$ cat src/rtl/mavt_pkg.sv
package mavt_pkg;

    localparam int CPR_W   = 16;
    localparam int TURN_W  = 32;
    localparam int FA_W    = 48;
    localparam int VEL_W   = 32;
    localparam int HALF_W  = 24;
    localparam int PROD_W  = FA_W + HALF_W;
    localparam int DIV_W   = 23;
    localparam int QUO_W   = VEL_W + 1;
    localparam int DIV_STEPS = PROD_W / 2;
    localparam int STEP_W  = $clog2(DIV_STEPS);

    localparam logic [CPR_W-1:0]  CPR_RESET    = 16'd32768;
    localparam logic [HALF_W-1:0] TICK_RATE    = 24'd9000000;
    localparam logic [DIV_W-1:0]  TICK_LIMIT   = 23'd4500000;
    localparam logic [DIV_W-1:0]  TICK_DEFAULT = 23'd9000;
    localparam logic [VEL_W-1:0]  VEL_POS_MAX  = 32'h7FFF_FFFF;
    localparam logic [VEL_W-1:0]  VEL_NEG_MAX  = 32'h8000_0000;

    typedef struct packed {
        logic load;
        logic turn;
        logic prod;
        logic angle;
        logic diff;
        logic mag;
        logic mlo;
        logic mhi;
        logic msum;
        logic div_step;
        logic out_load;
    } t_cmd;

    typedef struct packed {
        logic op;
    } t_stat;

endpackage

$ cat src/rtl/multiturn_angle_velocity_tracker.sv
// Channel     | Direction | Contents
// s_axis      | in        | tdata: raw_angle, timer_now; tuser: operation
// m_axis      | out       | tdata: turns, full_angle, velocity;
//             |           | tuser: velocity_valid, velocity_saturated
// cfg         | in        | data: counts_per_rev
//
// One item is in work at a time; the input is ready again once the finished
// word has gone into the output register. Operation 1 adds the 72-bit by
// 23-bit division of the velocity, two quotient bits per cycle, which makes
// it the longer operation.
// A finished word waits in the output register while the next word is taken.
// Reset is synchronous and active low; it clears the turn count and the
// velocity reference and sets counts_per_rev to 32768.
module multiturn_angle_velocity_tracker #(
    parameter int ANGLE_BITS = 15,
    parameter int TIMER_BITS = 24
) (
    input  logic                              i_clk,
    input  logic                              i_rst_n,
    input  logic                              s_axis_tvalid,
    output logic                              s_axis_tready,
    // raw_angle, timer_now, zero padding
    input  logic [((ANGLE_BITS+TIMER_BITS+7)/8)*8-1:0] s_axis_tdata,
    // operation
    input  logic                              s_axis_tuser,
    output logic                              m_axis_tvalid,
    input  logic                              m_axis_tready,
    // turns, full_angle, velocity
    output logic [mavt_pkg::TURN_W+mavt_pkg::FA_W+mavt_pkg::VEL_W-1:0] m_axis_tdata,
    // velocity_valid, velocity_saturated
    output logic [1:0]                        m_axis_tuser,
    input  logic                              i_cfg_valid,
    output logic                              o_cfg_ready,
    input  logic [mavt_pkg::CPR_W-1:0]        i_cfg_data
);

    mavt_pkg::t_cmd                       cmd;
    mavt_pkg::t_stat                      stat;
    logic signed [mavt_pkg::TURN_W-1:0]   turns;
    logic signed [mavt_pkg::FA_W-1:0]     full_angle;
    logic signed [mavt_pkg::VEL_W-1:0]    velocity;
    logic                                 velocity_valid;
    logic                                 velocity_saturated;

    assign o_cfg_ready = 1'b1;

    mavt_ctrl u_ctrl (
        .i_clk       (i_clk),
        .i_rst_n     (i_rst_n),
        .i_in_valid  (s_axis_tvalid),
        .o_in_ready  (s_axis_tready),
        .o_out_valid (m_axis_tvalid),
        .i_out_ready (m_axis_tready),
        .o_cmd       (cmd),
        .i_stat      (stat)
    );

    mavt_dp #(
        .ANGLE_BITS (ANGLE_BITS),
        .TIMER_BITS (TIMER_BITS)
    ) u_dp (
        .i_clk                (i_clk),
        .i_rst_n              (i_rst_n),
        .i_cfg_valid          (i_cfg_valid),
        .i_cfg_data           (i_cfg_data),
        .i_op                 (s_axis_tuser),
        .i_raw_angle          (s_axis_tdata[ANGLE_BITS-1:0]),
        .i_timer_now          (s_axis_tdata[ANGLE_BITS+TIMER_BITS-1:ANGLE_BITS]),
        .i_cmd                (cmd),
        .o_stat               (stat),
        .o_turns              (turns),
        .o_full_angle         (full_angle),
        .o_velocity           (velocity),
        .o_velocity_valid     (velocity_valid),
        .o_velocity_saturated (velocity_saturated)
    );

    assign m_axis_tdata = {velocity, full_angle, turns};
    assign m_axis_tuser = {velocity_saturated, velocity_valid};

endmodule

$ cat src/rtl/mavt_ctrl.sv
module mavt_ctrl (
    input  logic            i_clk,
    input  logic            i_rst_n,
    input  logic            i_in_valid,
    output logic            o_in_ready,
    output logic            o_out_valid,
    input  logic            i_out_ready,
    output mavt_pkg::t_cmd  o_cmd,
    input  mavt_pkg::t_stat i_stat
);

    typedef enum logic [10:0] {
        S_IDLE  = 11'b000_0000_0001,
        S_TURN  = 11'b000_0000_0010,
        S_PROD  = 11'b000_0000_0100,
        S_ANGLE = 11'b000_0000_1000,
        S_DIFF  = 11'b000_0001_0000,
        S_MAG   = 11'b000_0010_0000,
        S_MLO   = 11'b000_0100_0000,
        S_MHI   = 11'b000_1000_0000,
        S_MSUM  = 11'b001_0000_0000,
        S_DIV   = 11'b010_0000_0000,
        S_DONE  = 11'b100_0000_0000
    } t_state;

    t_state                         r_state, n_state;
    logic [mavt_pkg::STEP_W-1:0]    r_step, n_step;
    logic                           r_out_valid, n_out_valid;
    logic                           out_free;

    assign out_free    = !r_out_valid || i_out_ready;
    assign o_in_ready  = (r_state == S_IDLE);
    assign o_out_valid = r_out_valid;

    always_comb begin
        n_state  = r_state;
        n_step   = r_step;
        o_cmd    = '0;
        unique case (r_state)
            S_IDLE: begin
                if (i_in_valid) begin
                    o_cmd.load = 1'b1;
                    n_state    = S_TURN;
                end
            end
            S_TURN: begin
                o_cmd.turn = 1'b1;
                n_state    = S_PROD;
            end
            S_PROD: begin
                o_cmd.prod = 1'b1;
                n_state    = S_ANGLE;
            end
            S_ANGLE: begin
                o_cmd.angle = 1'b1;
                n_state     = S_DIFF;
            end
            S_DIFF: begin
                o_cmd.diff = 1'b1;
                n_state    = i_stat.op ? S_MAG : S_DONE;
            end
            S_MAG: begin
                o_cmd.mag = 1'b1;
                n_state   = S_MLO;
            end
            S_MLO: begin
                o_cmd.mlo = 1'b1;
                n_state   = S_MHI;
            end
            S_MHI: begin
                o_cmd.mhi = 1'b1;
                n_state   = S_MSUM;
            end
            S_MSUM: begin
                o_cmd.msum = 1'b1;
                n_step     = '0;
                n_state    = S_DIV;
            end
            S_DIV: begin
                o_cmd.div_step = 1'b1;
                if (r_step == mavt_pkg::STEP_W'(mavt_pkg::DIV_STEPS - 1)) begin
                    n_state = S_DONE;
                end else begin
                    n_step = r_step + 1'b1;
                end
            end
            S_DONE: begin
                if (out_free) begin
                    o_cmd.out_load = 1'b1;
                    n_state        = S_IDLE;
                end
            end
            default: begin
                n_state = S_IDLE;
            end
        endcase
    end

    always_comb begin
        n_out_valid = r_out_valid;
        if (o_cmd.out_load) begin
            n_out_valid = 1'b1;
        end else if (i_out_ready) begin
            n_out_valid = 1'b0;
        end
    end

    always_ff @(posedge i_clk) begin
        if (!i_rst_n) begin
            r_state     <= S_IDLE;
            r_step      <= '0;
            r_out_valid <= 1'b0;
        end else begin
            r_state     <= n_state;
            r_step      <= n_step;
            r_out_valid <= n_out_valid;
        end
    end

endmodule

$ cat src/rtl/mavt_dp.sv
module mavt_dp #(
    parameter int ANGLE_BITS = 15,
    parameter int TIMER_BITS = 24
) (
    input  logic                              i_clk,
    input  logic                              i_rst_n,
    input  logic                              i_cfg_valid,
    input  logic [mavt_pkg::CPR_W-1:0]        i_cfg_data,
    input  logic                              i_op,
    input  logic [ANGLE_BITS-1:0]             i_raw_angle,
    input  logic [TIMER_BITS-1:0]             i_timer_now,
    input  mavt_pkg::t_cmd                    i_cmd,
    output mavt_pkg::t_stat                   o_stat,
    output logic signed [mavt_pkg::TURN_W-1:0] o_turns,
    output logic signed [mavt_pkg::FA_W-1:0]  o_full_angle,
    output logic signed [mavt_pkg::VEL_W-1:0] o_velocity,
    output logic                              o_velocity_valid,
    output logic                              o_velocity_saturated
);

    localparam int CPR_W  = mavt_pkg::CPR_W;
    localparam int TURN_W = mavt_pkg::TURN_W;
    localparam int FA_W   = mavt_pkg::FA_W;
    localparam int VEL_W  = mavt_pkg::VEL_W;
    localparam int HALF_W = mavt_pkg::HALF_W;
    localparam int PROD_W = mavt_pkg::PROD_W;
    localparam int DIV_W  = mavt_pkg::DIV_W;
    localparam int QUO_W  = mavt_pkg::QUO_W;
    localparam int CMP_W  = (ANGLE_BITS + 3 > CPR_W + 2) ? ANGLE_BITS + 3 : CPR_W + 2;
    localparam int TK_W   = (TIMER_BITS + 1 > DIV_W) ? TIMER_BITS + 1 : DIV_W;

    logic [CPR_W-1:0]       r_cpr;
    logic                   r_op;
    logic [ANGLE_BITS-1:0]  r_raw;
    logic [TIMER_BITS-1:0]  r_now;
    logic [TURN_W-1:0]      r_turns;
    logic [ANGLE_BITS-1:0]  r_prev_raw;
    logic                   r_seeded;
    logic [TIMER_BITS-1:0]  r_prev_ts;
    logic [FA_W-1:0]        r_prev_fa;
    logic [FA_W-1:0]        r_prod;
    logic [FA_W-1:0]        r_fa;
    logic [FA_W-1:0]        r_diff;
    logic [DIV_W-1:0]       r_ticks;
    logic [FA_W-1:0]        r_dmag;
    logic                   r_neg;
    logic [2*HALF_W-1:0]    r_plo;
    logic [2*HALF_W-1:0]    r_phi;
    logic [PROD_W-1:0]      r_dvd;
    logic [DIV_W-1:0]       r_rem;
    logic [QUO_W-1:0]       r_quo;
    logic                   r_ovf;
    logic [TURN_W-1:0]      r_o_turns;
    logic [FA_W-1:0]        r_o_fa;
    logic [VEL_W-1:0]       r_o_vel;
    logic                   r_o_vvalid;
    logic                   r_o_sat;

    logic [ANGLE_BITS-1:0]          mag;
    logic [CMP_W-1:0]               mag5;
    logic [CMP_W-1:0]               cpr4;
    logic                           wrap;
    logic signed [TURN_W+CPR_W:0]   prod_full;
    logic [TIMER_BITS-1:0]          now_inv;
    logic [TK_W-1:0]                ticks_raw;
    logic                           ticks_odd;
    logic [DIV_W-1:0]               ticks_sel;
    logic [HALF_W-1:0]              mul_a;
    logic [2*HALF_W-1:0]            mul_out;
    logic [DIV_W:0]                 t1, t2;
    logic                           ge1, ge2;
    logic [DIV_W:0]                 d1, d2;
    logic [DIV_W-1:0]               rem1, rem2;
    logic                           pos_sat, neg_sat;
    logic [VEL_W-1:0]               vel_mag;

    assign o_stat.op = r_op;

    assign mag  = (r_raw > r_prev_raw) ? (r_raw - r_prev_raw) : (r_prev_raw - r_raw);
    assign mag5 = CMP_W'({mag, 2'b00}) + CMP_W'(mag);
    assign cpr4 = CMP_W'({r_cpr, 2'b00});
    assign wrap = mag5 > cpr4;

    assign prod_full = $signed(r_turns) * $signed({1'b0, r_cpr});

    assign now_inv   = ~r_now;
    assign ticks_raw = (r_now < r_prev_ts) ? TK_W'(r_prev_ts - r_now)
                                           : TK_W'(now_inv) + TK_W'(r_prev_ts);
    assign ticks_odd = (ticks_raw == '0) || (ticks_raw > TK_W'(mavt_pkg::TICK_LIMIT));
    assign ticks_sel = ticks_odd ? mavt_pkg::TICK_DEFAULT : ticks_raw[DIV_W-1:0];

    assign mul_a   = i_cmd.mhi ? r_dmag[FA_W-1:HALF_W] : r_dmag[HALF_W-1:0];
    assign mul_out = (2*HALF_W)'(mul_a) * (2*HALF_W)'(mavt_pkg::TICK_RATE);

    assign t1   = {r_rem, r_dvd[PROD_W-1]};
    assign ge1  = t1 >= {1'b0, r_ticks};
    assign d1   = t1 - {1'b0, r_ticks};
    assign rem1 = ge1 ? d1[DIV_W-1:0] : t1[DIV_W-1:0];
    assign t2   = {rem1, r_dvd[PROD_W-2]};
    assign ge2  = t2 >= {1'b0, r_ticks};
    assign d2   = t2 - {1'b0, r_ticks};
    assign rem2 = ge2 ? d2[DIV_W-1:0] : t2[DIV_W-1:0];

    assign pos_sat = r_ovf || r_quo[QUO_W-1] || r_quo[VEL_W-1];
    assign neg_sat = r_ovf || r_quo[QUO_W-1] || (r_quo[VEL_W-1] && (r_quo[VEL_W-2:0] != '0));
    assign vel_mag = r_quo[VEL_W-1:0];

    always_ff @(posedge i_clk) begin
        if (!i_rst_n) begin
            r_cpr      <= mavt_pkg::CPR_RESET;
            r_turns    <= '0;
            r_prev_raw <= '0;
            r_seeded   <= 1'b0;
            r_prev_ts  <= '0;
            r_prev_fa  <= '0;
        end else begin
            if (i_cfg_valid) begin
                r_cpr <= i_cfg_data;
            end
            if (i_cmd.turn) begin
                if (!r_seeded) begin
                    r_seeded <= 1'b1;
                end else if (wrap) begin
                    r_turns <= (r_raw > r_prev_raw) ? r_turns - 1'b1 : r_turns + 1'b1;
                end
                r_prev_raw <= r_raw;
            end
            if (i_cmd.diff && r_op) begin
                r_prev_fa <= r_fa;
                r_prev_ts <= r_now;
            end
        end
    end

    always_ff @(posedge i_clk) begin
        if (i_cmd.load) begin
            r_op  <= i_op;
            r_raw <= i_raw_angle;
            r_now <= i_timer_now;
        end
        if (i_cmd.prod) begin
            r_prod <= prod_full[FA_W-1:0];
        end
        if (i_cmd.angle) begin
            r_fa <= r_prod + FA_W'(r_raw);
        end
        if (i_cmd.diff) begin
            r_diff  <= r_fa - r_prev_fa;
            r_ticks <= ticks_sel;
        end
        if (i_cmd.mag) begin
            r_neg  <= r_diff[FA_W-1];
            r_dmag <= r_diff[FA_W-1] ? (~r_diff + 1'b1) : r_diff;
        end
        if (i_cmd.mlo) begin
            r_plo <= mul_out;
        end
        if (i_cmd.mhi) begin
            r_phi <= mul_out;
        end
        if (i_cmd.msum) begin
            r_dvd <= {r_phi, {HALF_W{1'b0}}} + PROD_W'(r_plo);
            r_rem <= '0;
            r_quo <= '0;
            r_ovf <= 1'b0;
        end
        if (i_cmd.div_step) begin
            r_dvd <= {r_dvd[PROD_W-3:0], 2'b00};
            r_rem <= rem2;
            r_quo <= {r_quo[QUO_W-3:0], ge1, ge2};
            r_ovf <= r_ovf || r_quo[QUO_W-1] || r_quo[QUO_W-2];
        end
        if (i_cmd.out_load) begin
            r_o_turns <= r_turns;
            r_o_fa    <= r_fa;
            if (r_op) begin
                r_o_vvalid <= 1'b1;
                if (r_neg) begin
                    r_o_sat <= neg_sat;
                    r_o_vel <= neg_sat ? mavt_pkg::VEL_NEG_MAX : (~vel_mag + 1'b1);
                end else begin
                    r_o_sat <= pos_sat;
                    r_o_vel <= pos_sat ? mavt_pkg::VEL_POS_MAX : vel_mag;
                end
            end else begin
                r_o_vvalid <= 1'b0;
                r_o_sat    <= 1'b0;
                r_o_vel    <= '0;
            end
        end
    end

    assign o_turns              = r_o_turns;
    assign o_full_angle         = r_o_fa;
    assign o_velocity           = r_o_vel;
    assign o_velocity_valid     = r_o_vvalid;
    assign o_velocity_saturated = r_o_sat;

endmodule

$ cat config.mk
export PLATFORM = sky130hd
export DESIGN_NAME = multiturn_angle_velocity_tracker
export DESIGN_NICKNAME = d
export VERILOG_FILES = /design/src/rtl/mavt_pkg.sv /design/src/rtl/multiturn_angle_velocity_tracker.sv /design/src/rtl/mavt_ctrl.sv /design/src/rtl/mavt_dp.sv
export SDC_FILE = /design/constraint.sdc
export NUM_CORES = 2
export LEC_CHECK = 0
export BUFFER_PORTS_ARGS = -buffer_cell sky130_fd_sc_hd__buf_2
export CORE_UTILIZATION = 55
export CTS_CLUSTER_SIZE = 12
export DETAILED_ROUTE_END_ITERATION = 8
export PLACE_DENSITY = 0.76
export SYNTH_ARGS = -nofsm -noshare
export SYNTH_HDL_FRONTEND = slang
export SYNTH_SLANG_ARGS = --single-unit
$ cat constraint.sdc
create_clock -name i_clk -period 9.69 [get_ports i_clk]
set_input_delay 0.969 -clock i_clk [delete_from_list [all_inputs] [get_ports i_clk]]
set_output_delay 0.969 -clock i_clk [all_outputs]
set_load 0.005 [all_outputs]
# Yosys cells after proc, flatten, opt, wreduce, memory -nomap -nowiden

Cells that the tools add are included.
W data, S select, Z words.

Bits in registers: 737
Input bits: 62
Output and inout bits: 117
Word-level logic and storage cells: 131

Add/sub/neg operators: 15
Multipliers: 2
Magnitude comparators: 6
Equality and inequality tests: 16
Muxes and demuxes: 42
Bitwise logic cells: 3
Reduce and logical (&&, ||, !) cells: 16

Operator list:

| cell                     | count |
|---|---|
| $mux W72                 | 2 |
| $mux W32                 | 4 |
| $pmux W11 S11            | 1 |
| $mux W23                 | 4 |
| $add A72 B48 Y72         | 1 |
| $mux W33                 | 2 |
| $add A32 B1 Y32 const B  | 2 |
| $add A48 B1 Y48 const B  | 1 |
| $add A48 B15 Y48         | 1 |
| $ge A24 B23 Y1           | 2 |
| $mul A32 B17 Y48         | 1 |
| $not A48 Y48             | 1 |
| $sub A48 B48 Y48         | 1 |
| $mux W47                 | 1 |
| $sub A23 B23 Y23         | 2 |
| $mux W11                 | 4 |
| $mul A24 B18 Y42 const B | 1 |
| $not A32 Y32             | 1 |
| $sub A32 B1 Y32 const B  | 1 |
| $reduce_bool A31 Y1      | 1 |
| $sub A15 B15 Y15         | 2 |
| $add A24 B24 Y25         | 1 |
| $gt A25 B23 Y1 const B   | 1 |
| $logic_not A25 Y1        | 1 |
| other kinds (33)         | 61 |

# Longest topological paths before layout

Word-level depth: 5
Gate-level depth with buffers: 33
Depth with buffers taken out: 30

# By module

A second synthesis with hierarchy kept.

Cells, all modules: 6,507
Area total of the unflattened synthesis: 63,896.3 µm²

Modules (own cells, without submodules):

| module                           | times used | cells an instance | area an instance (µm²) |
|---|---|---|---|
| mavt_dp                          | 1          | 6,389             | 62,845.3 |
| mavt_ctrl                        | 1          | 114               | 1,024.7 |
| multiturn_angle_velocity_tracker | 1          | 4                 | 26.3 |

# Least setup slack after synthesis

OpenSTA, ideal clock, no wires.

Path kind: register to register
From: reg u_ctrl.r_state[0]
To: reg u_dp.r_phi[47] (data pin)
Setup time: 0.265 ns
Data arrival time: 8.930 ns
Required time: 9.425 ns
Setup slack: 0.495 ns
Stages on the path, launching flop included: 33
Path buffers: 3
Clock period less this slack: 9.195 ns
Path through: dfxtp_1 -> nor4_1 -> nand3b_1 -> nor3_1 -> and3b_1 -> clkbuf_1 -> clkbuf_1 -> clkbuf_1 -> mux2i_1 -> inv_1 -> ha_1 -> inv_1 -> fa_1 -> inv_1 -> ha_1 -> fa_1 -> fa_1 -> inv_1 -> fa_1 -> inv_1 -> ha_1 -> and3_1 -> and3_1 -> nand2_1 -> nor2_1 -> a221oi_1 -> o21ai_0 -> a21oi_1 -> o21ai_0 -> a41o_1 -> nor3_1 -> nor2_1 -> a311o_1

Cells in the longest elaborated chain, start to end: 4

Ends and longest elaborated chain:

| what                       | RTL line         | text |
|---|---|---|
| start, declared            | mavt_ctrl.sv:26  | `t_state r_state, n_state;` |
| start signal, assigned     | mavt_ctrl.sv:114 | `r_state <= n_state;` |
| $eq A11 B8 Y1              | mavt_ctrl.sv:39  | `unique case (r_state)` |
| $mux W1                    | mavt_ctrl.sv:39  |  |
| $mux W24                   | mavt_dp.sv:92    | `assign mul_a = i_cmd.mhi ? r_dmag[FA_W-1:HALF_W] : r_dmag[HALF_W-1:0];` |
| $mul A24 B18 Y42           | mavt_dp.sv:93    | `assign mul_out = (2*HALF_W)'(mul_a) * (2*HALF_W)'(mavt_pkg::TICK_RATE);` |
| named net u_dp.mul_out[47] | mavt_dp.sv:69    | `logic [2*HALF_W-1:0] mul_out;` |
| end signal, assigned       | mavt_dp.sv:159   | `r_phi <= mul_out;` |
| end, declared              | mavt_dp.sv:48    | `logic [2*HALF_W-1:0] r_phi;` |

The timed path passes the listed nets, and every way through them passes these cells.
A chain may end at the register's enable or synchronous reset.

# Worst setup path after layout

From: reg u_dp.r_cpr[7]
To: reg u_dp.r_prod[47] (data pin)

Cells in the longest elaborated chain, start to end: 1

Ends and longest elaborated chain:

| what                         | RTL line       | text |
|---|---|---|
| start, declared              | mavt_dp.sv:32  | `logic [CPR_W-1:0] r_cpr;` |
| start signal, assigned       | mavt_dp.sv:110 | `r_cpr <= mavt_pkg::CPR_RESET;` |
| start signal, assigned       | mavt_dp.sv:118 | `r_cpr <= i_cfg_data;` |
| $mul A32 B17 Y48             | mavt_dp.sv:84  | `assign prod_full = $signed(r_turns) * $signed({1'b0, r_cpr});` |
| named net u_dp.prod_full[47] | mavt_dp.sv:63  | `logic signed [TURN_W+CPR_W:0] prod_full;` |
| end signal, assigned         | mavt_dp.sv:142 | `r_prod <= prod_full[FA_W-1:0];` |
| end, declared                | mavt_dp.sv:41  | `logic [FA_W-1:0] r_prod;` |

The timed path passes the listed nets, and every way through them passes these cells.

==> impl_metrics.ini <==
[routing]
viasPerCell = 5.636
drt_iter0_drc = 3293
first_pass_iters = 9
vias = 46717
drc = 4
postRouteAntennaNets = 0
wirelength_mm = 152.5
wire_per_inst_um = 18.40

[placement]
dp_slack_ns = 1.477
port-buffer-count = 176
placed_cell_area_mm2 = 0.06613
dpl.hpwl_mm = 116.9
place.gp.congestion = 0.9397

[outcome]
violations = design-rule violations
status = finished with violations

[synthesis]
yosysWarnings = 0
synth_top_cell_area_share_pct = 27.21
yosysUniqueCellTypes = 79
ys_dominant_reg_cell = edfxtp_1
synthCells = 6609
ys_seq_elements = 731
synthTopCellsByArea = edfxtp_1 (27%), fa_1 (18%), ha_1 (10%)
async_reset_ff_share_pct = 0
ys_seq_area_share_pct = 32.06
synth_top_area_cell = edfxtp_1
syn_area_per_cell_um2 = 9.633
synth_area_mm2 = 0.06367
synth-edff-count = 577
synth_nets = 7783

[setup_path]
arrival_ns = 8.73
worstSetupEndpointType = register
crit_slowest_cell = dfxtp_1
required_ns = 10.07
startpoint_type = register
rrSetupSlack_ns = 1.34
r2r_start = u_dp.r_cpr[7]
crit_start = u_dp.r_cpr[7]
worstReg2RegEnd = u_dp.r_prod[47]
critPathMaxFanout = 20
cp_num_buf_inv = 5
crit_type = register to register
rr_worst_depth = 25
crit_top_cell = fa_1
max_stage_delay_ns = 0.80
crit_cells = 25
cp-endpoint = u_dp.r_prod[47]
path_delay_family = adder cells

[grt]
antenna_found_initial = 5
overflow = 0
grt_usage_pct = 26.07
grt_start_max_net_pins = 104
grt_pass1_vias = 46670
grt_pass1_wl_mm = 244.3

[cells_and_area]
areaGrowthSynthToFinish_pct = 8.109
post-route-cell-area_mm2 = 0.06883
fin_nets = 7885
fill_cells = 9442
drive_gt1_share_pct = 6.464

[timing]
rsz0062_at_grt = false
finalWorstSetupSlack_ns = 1.343
fin_crit_sh_pct = 86.14
slew_violations = 0
hold_viol_final = 0
setup_viol_count_final = 0
clock.fmax_mhz = 119.8
tns_ns = 0
worst_pin_slew_ns = 1.167
skew_ns = 0.03730
fin_crit_ns = 8.347
holdWs_ns = 0.4491
max_slew_margin_pct = 21.94

[floorplanning]
start_util_pct = 55.60
die_x_um = 342.2
pin_count = 179
core_area_mm2 = 0.1145
die-area_mm2 = 0.1171
die_h_um = 342.2
rows = 124

[clock_tree]
cts_setup_buffers = 0
clock_path_buffers = 3
numCtsBuffers = 84
cts_hold_buf = 0
htree_levels = 3
ctsResizeCount = 0
clockRootBuffer = clkbuf_16
clkSlewWorstSetupHoldPaths_ns = 0.06
clock_latency_ns = 0.68
cts_tree = done
cts_num_sinks = 731

[min_path]
hp-class = register to register

[job]
maxCapViolCount = 0

[power_and_ir_drop]
p_leak_nw = 30.02
irDropWorstVdd_mv = 0.1296
cellPowerDensity_mw_per_mm2 = 115.5
==> worst min-delay path by stage <==
stage / slack [ns] / cells after the start / startpoint / end
floorplan: 0.41 / 0 / u_dp.r_turns[0] / u_dp.o_turns[0]
global placement: 0.44 / 2 / u_dp.r_prev_fa[36] / u_dp.r_prev_fa[36]
detailed placement: 0.44 / 2 / u_dp.r_prev_fa[32] / u_dp.r_prev_fa[32]
CTS: 0.43 / 1 / s_axis_tdata[6] / u_dp.r_raw[6]
global route: 0.45 / 1 / s_axis_tdata[7] / u_dp.r_raw[7]
finish: 0.45 / 2 / u_dp.r_prev_fa[32] / u_dp.r_prev_fa[32]
==> cells in the final DEF, fill, tap and decap left out, types with 176 or more instances in the layout <==
cell      netlist  routed
inv_1        1017    1016
xnor2_1       248     248
nor2_1        328     328
and2_1        244     242
a21oi_1       377     376
nand2_1       837     835
ha_1          529     529
o21ai_0       241     241
edfxtp_1      577     577
fa_1          583     583
buf_2           0     176
==> synthesized netlist by cell type, types with 119 or more instances <==
cell / instances
inv_1: 1017
nand2_1: 837
fa_1: 583
edfxtp_1: 577
ha_1: 529
a21oi_1: 377
nor2_1: 328
xnor2_1: 248
and2_1: 244
o21ai_0: 241
clkbuf_1: 213
dfxtp_1: 154
a21o_1: 119
==> logic make-up after synthesis <==
logic type / share of synthesized area (%)
other: 0.005890
AO/OA/AOI/OAI: 10.76
adder cells (fa/ha/maj): 28.73
multiplexers: 1.503
AND/OR/NAND/NOR: 14.77
buffers and inverters: 7.328
flip-flops: 32.06
XOR/XNOR: 4.842
==> registers in the layout, indices dropped and copies added, names as in the netlist, 6 cells and up <==
name / flops
u_dp.r_turns: 32
u_dp.r_cpr: 16
u_dp.r_fa: 48
u_dp.r_raw: 15
u_dp.r_prod: 48
u_dp.r_rem: 23
u_dp.r_dvd: 66
u_dp.r_dmag: 48
u_dp.o_full_angle: 48
u_dp.o_turns: 32
u_dp.r_plo: 42
u_ctrl.r_step: 6
u_dp.o_velocity: 32
u_dp.r_prev_ts: 24
u_dp.r_quo: 33
u_dp.r_now: 24
u_dp.r_ticks: 23
u_ctrl.r_state: 11
u_dp.r_phi: 42
u_dp.r_diff: 48
u_dp.r_prev_raw: 15
u_dp.r_prev_fa: 48
==> power breakdown <==
group,switching [W],leakage (nW),internal (W)
combinational,0.000803,22.4,0.000542
sequential,0.0000548,6.32,0.00339
clock,0.00132,1.32,0.00183
==> cell type report <==
type	instances	area, µm²	area share [%]
antenna	1	2.502	0.003636
clock buffer	113	2293	3.332
clock inverter	38	404.1	0.5872
inverter	1019	3826	5.559
multi-input combinational	4638	38660	56.17
sequential	731	20410	29.65
tap	1512	1892	2.749
timing repair buffer	237	1339	1.945
==> worst register-to-register path: stages, from the launching register on <==
cell and delay, ns:
dfxtp_1 0.80, buf_4 0.34, and2_1 0.19, fa_1 0.40, inv_1 0.09, fa_1 0.41, fa_1 0.48, fa_1 0.49
inv_1 0.05, fa_1 0.52, inv_1 0.06, fa_1 0.58, inv_1 0.07, ha_1 0.35, a21o_1 0.21, a211oi_1 0.50
nor2b_1 0.25, a211o_1 0.20, o31ai_1 0.14, a221o_1 0.36, a21oi_1 0.26, o21ai_0 0.26, a221o_1 0.43, a221o_1 0.36
a21oi_1 0.17, xnor2_1 0.11
==> routing by layer <==
layer	GRT usage (%)	vias up	part of all wire (%)
li1	-	22165	-
met1	35.02	22755	43
met2	43.19	1525	47
met3	4.472	272	7.5
met4	7.813	0	2.7
met5	0	-	0
==> per-stage QoR <==
step	cells	power (W)	util (%)
after global placement	8137	0.004773	57.75
after global routing	8288	0.008240	60.11
after detailed placement	8137	0.004826	57.75
final	8289	0.007948	60.11
after CTS	8288	0.007981	60.11
after floorplan	6609	0.004468	-
(Power assumes the default switching activity.)
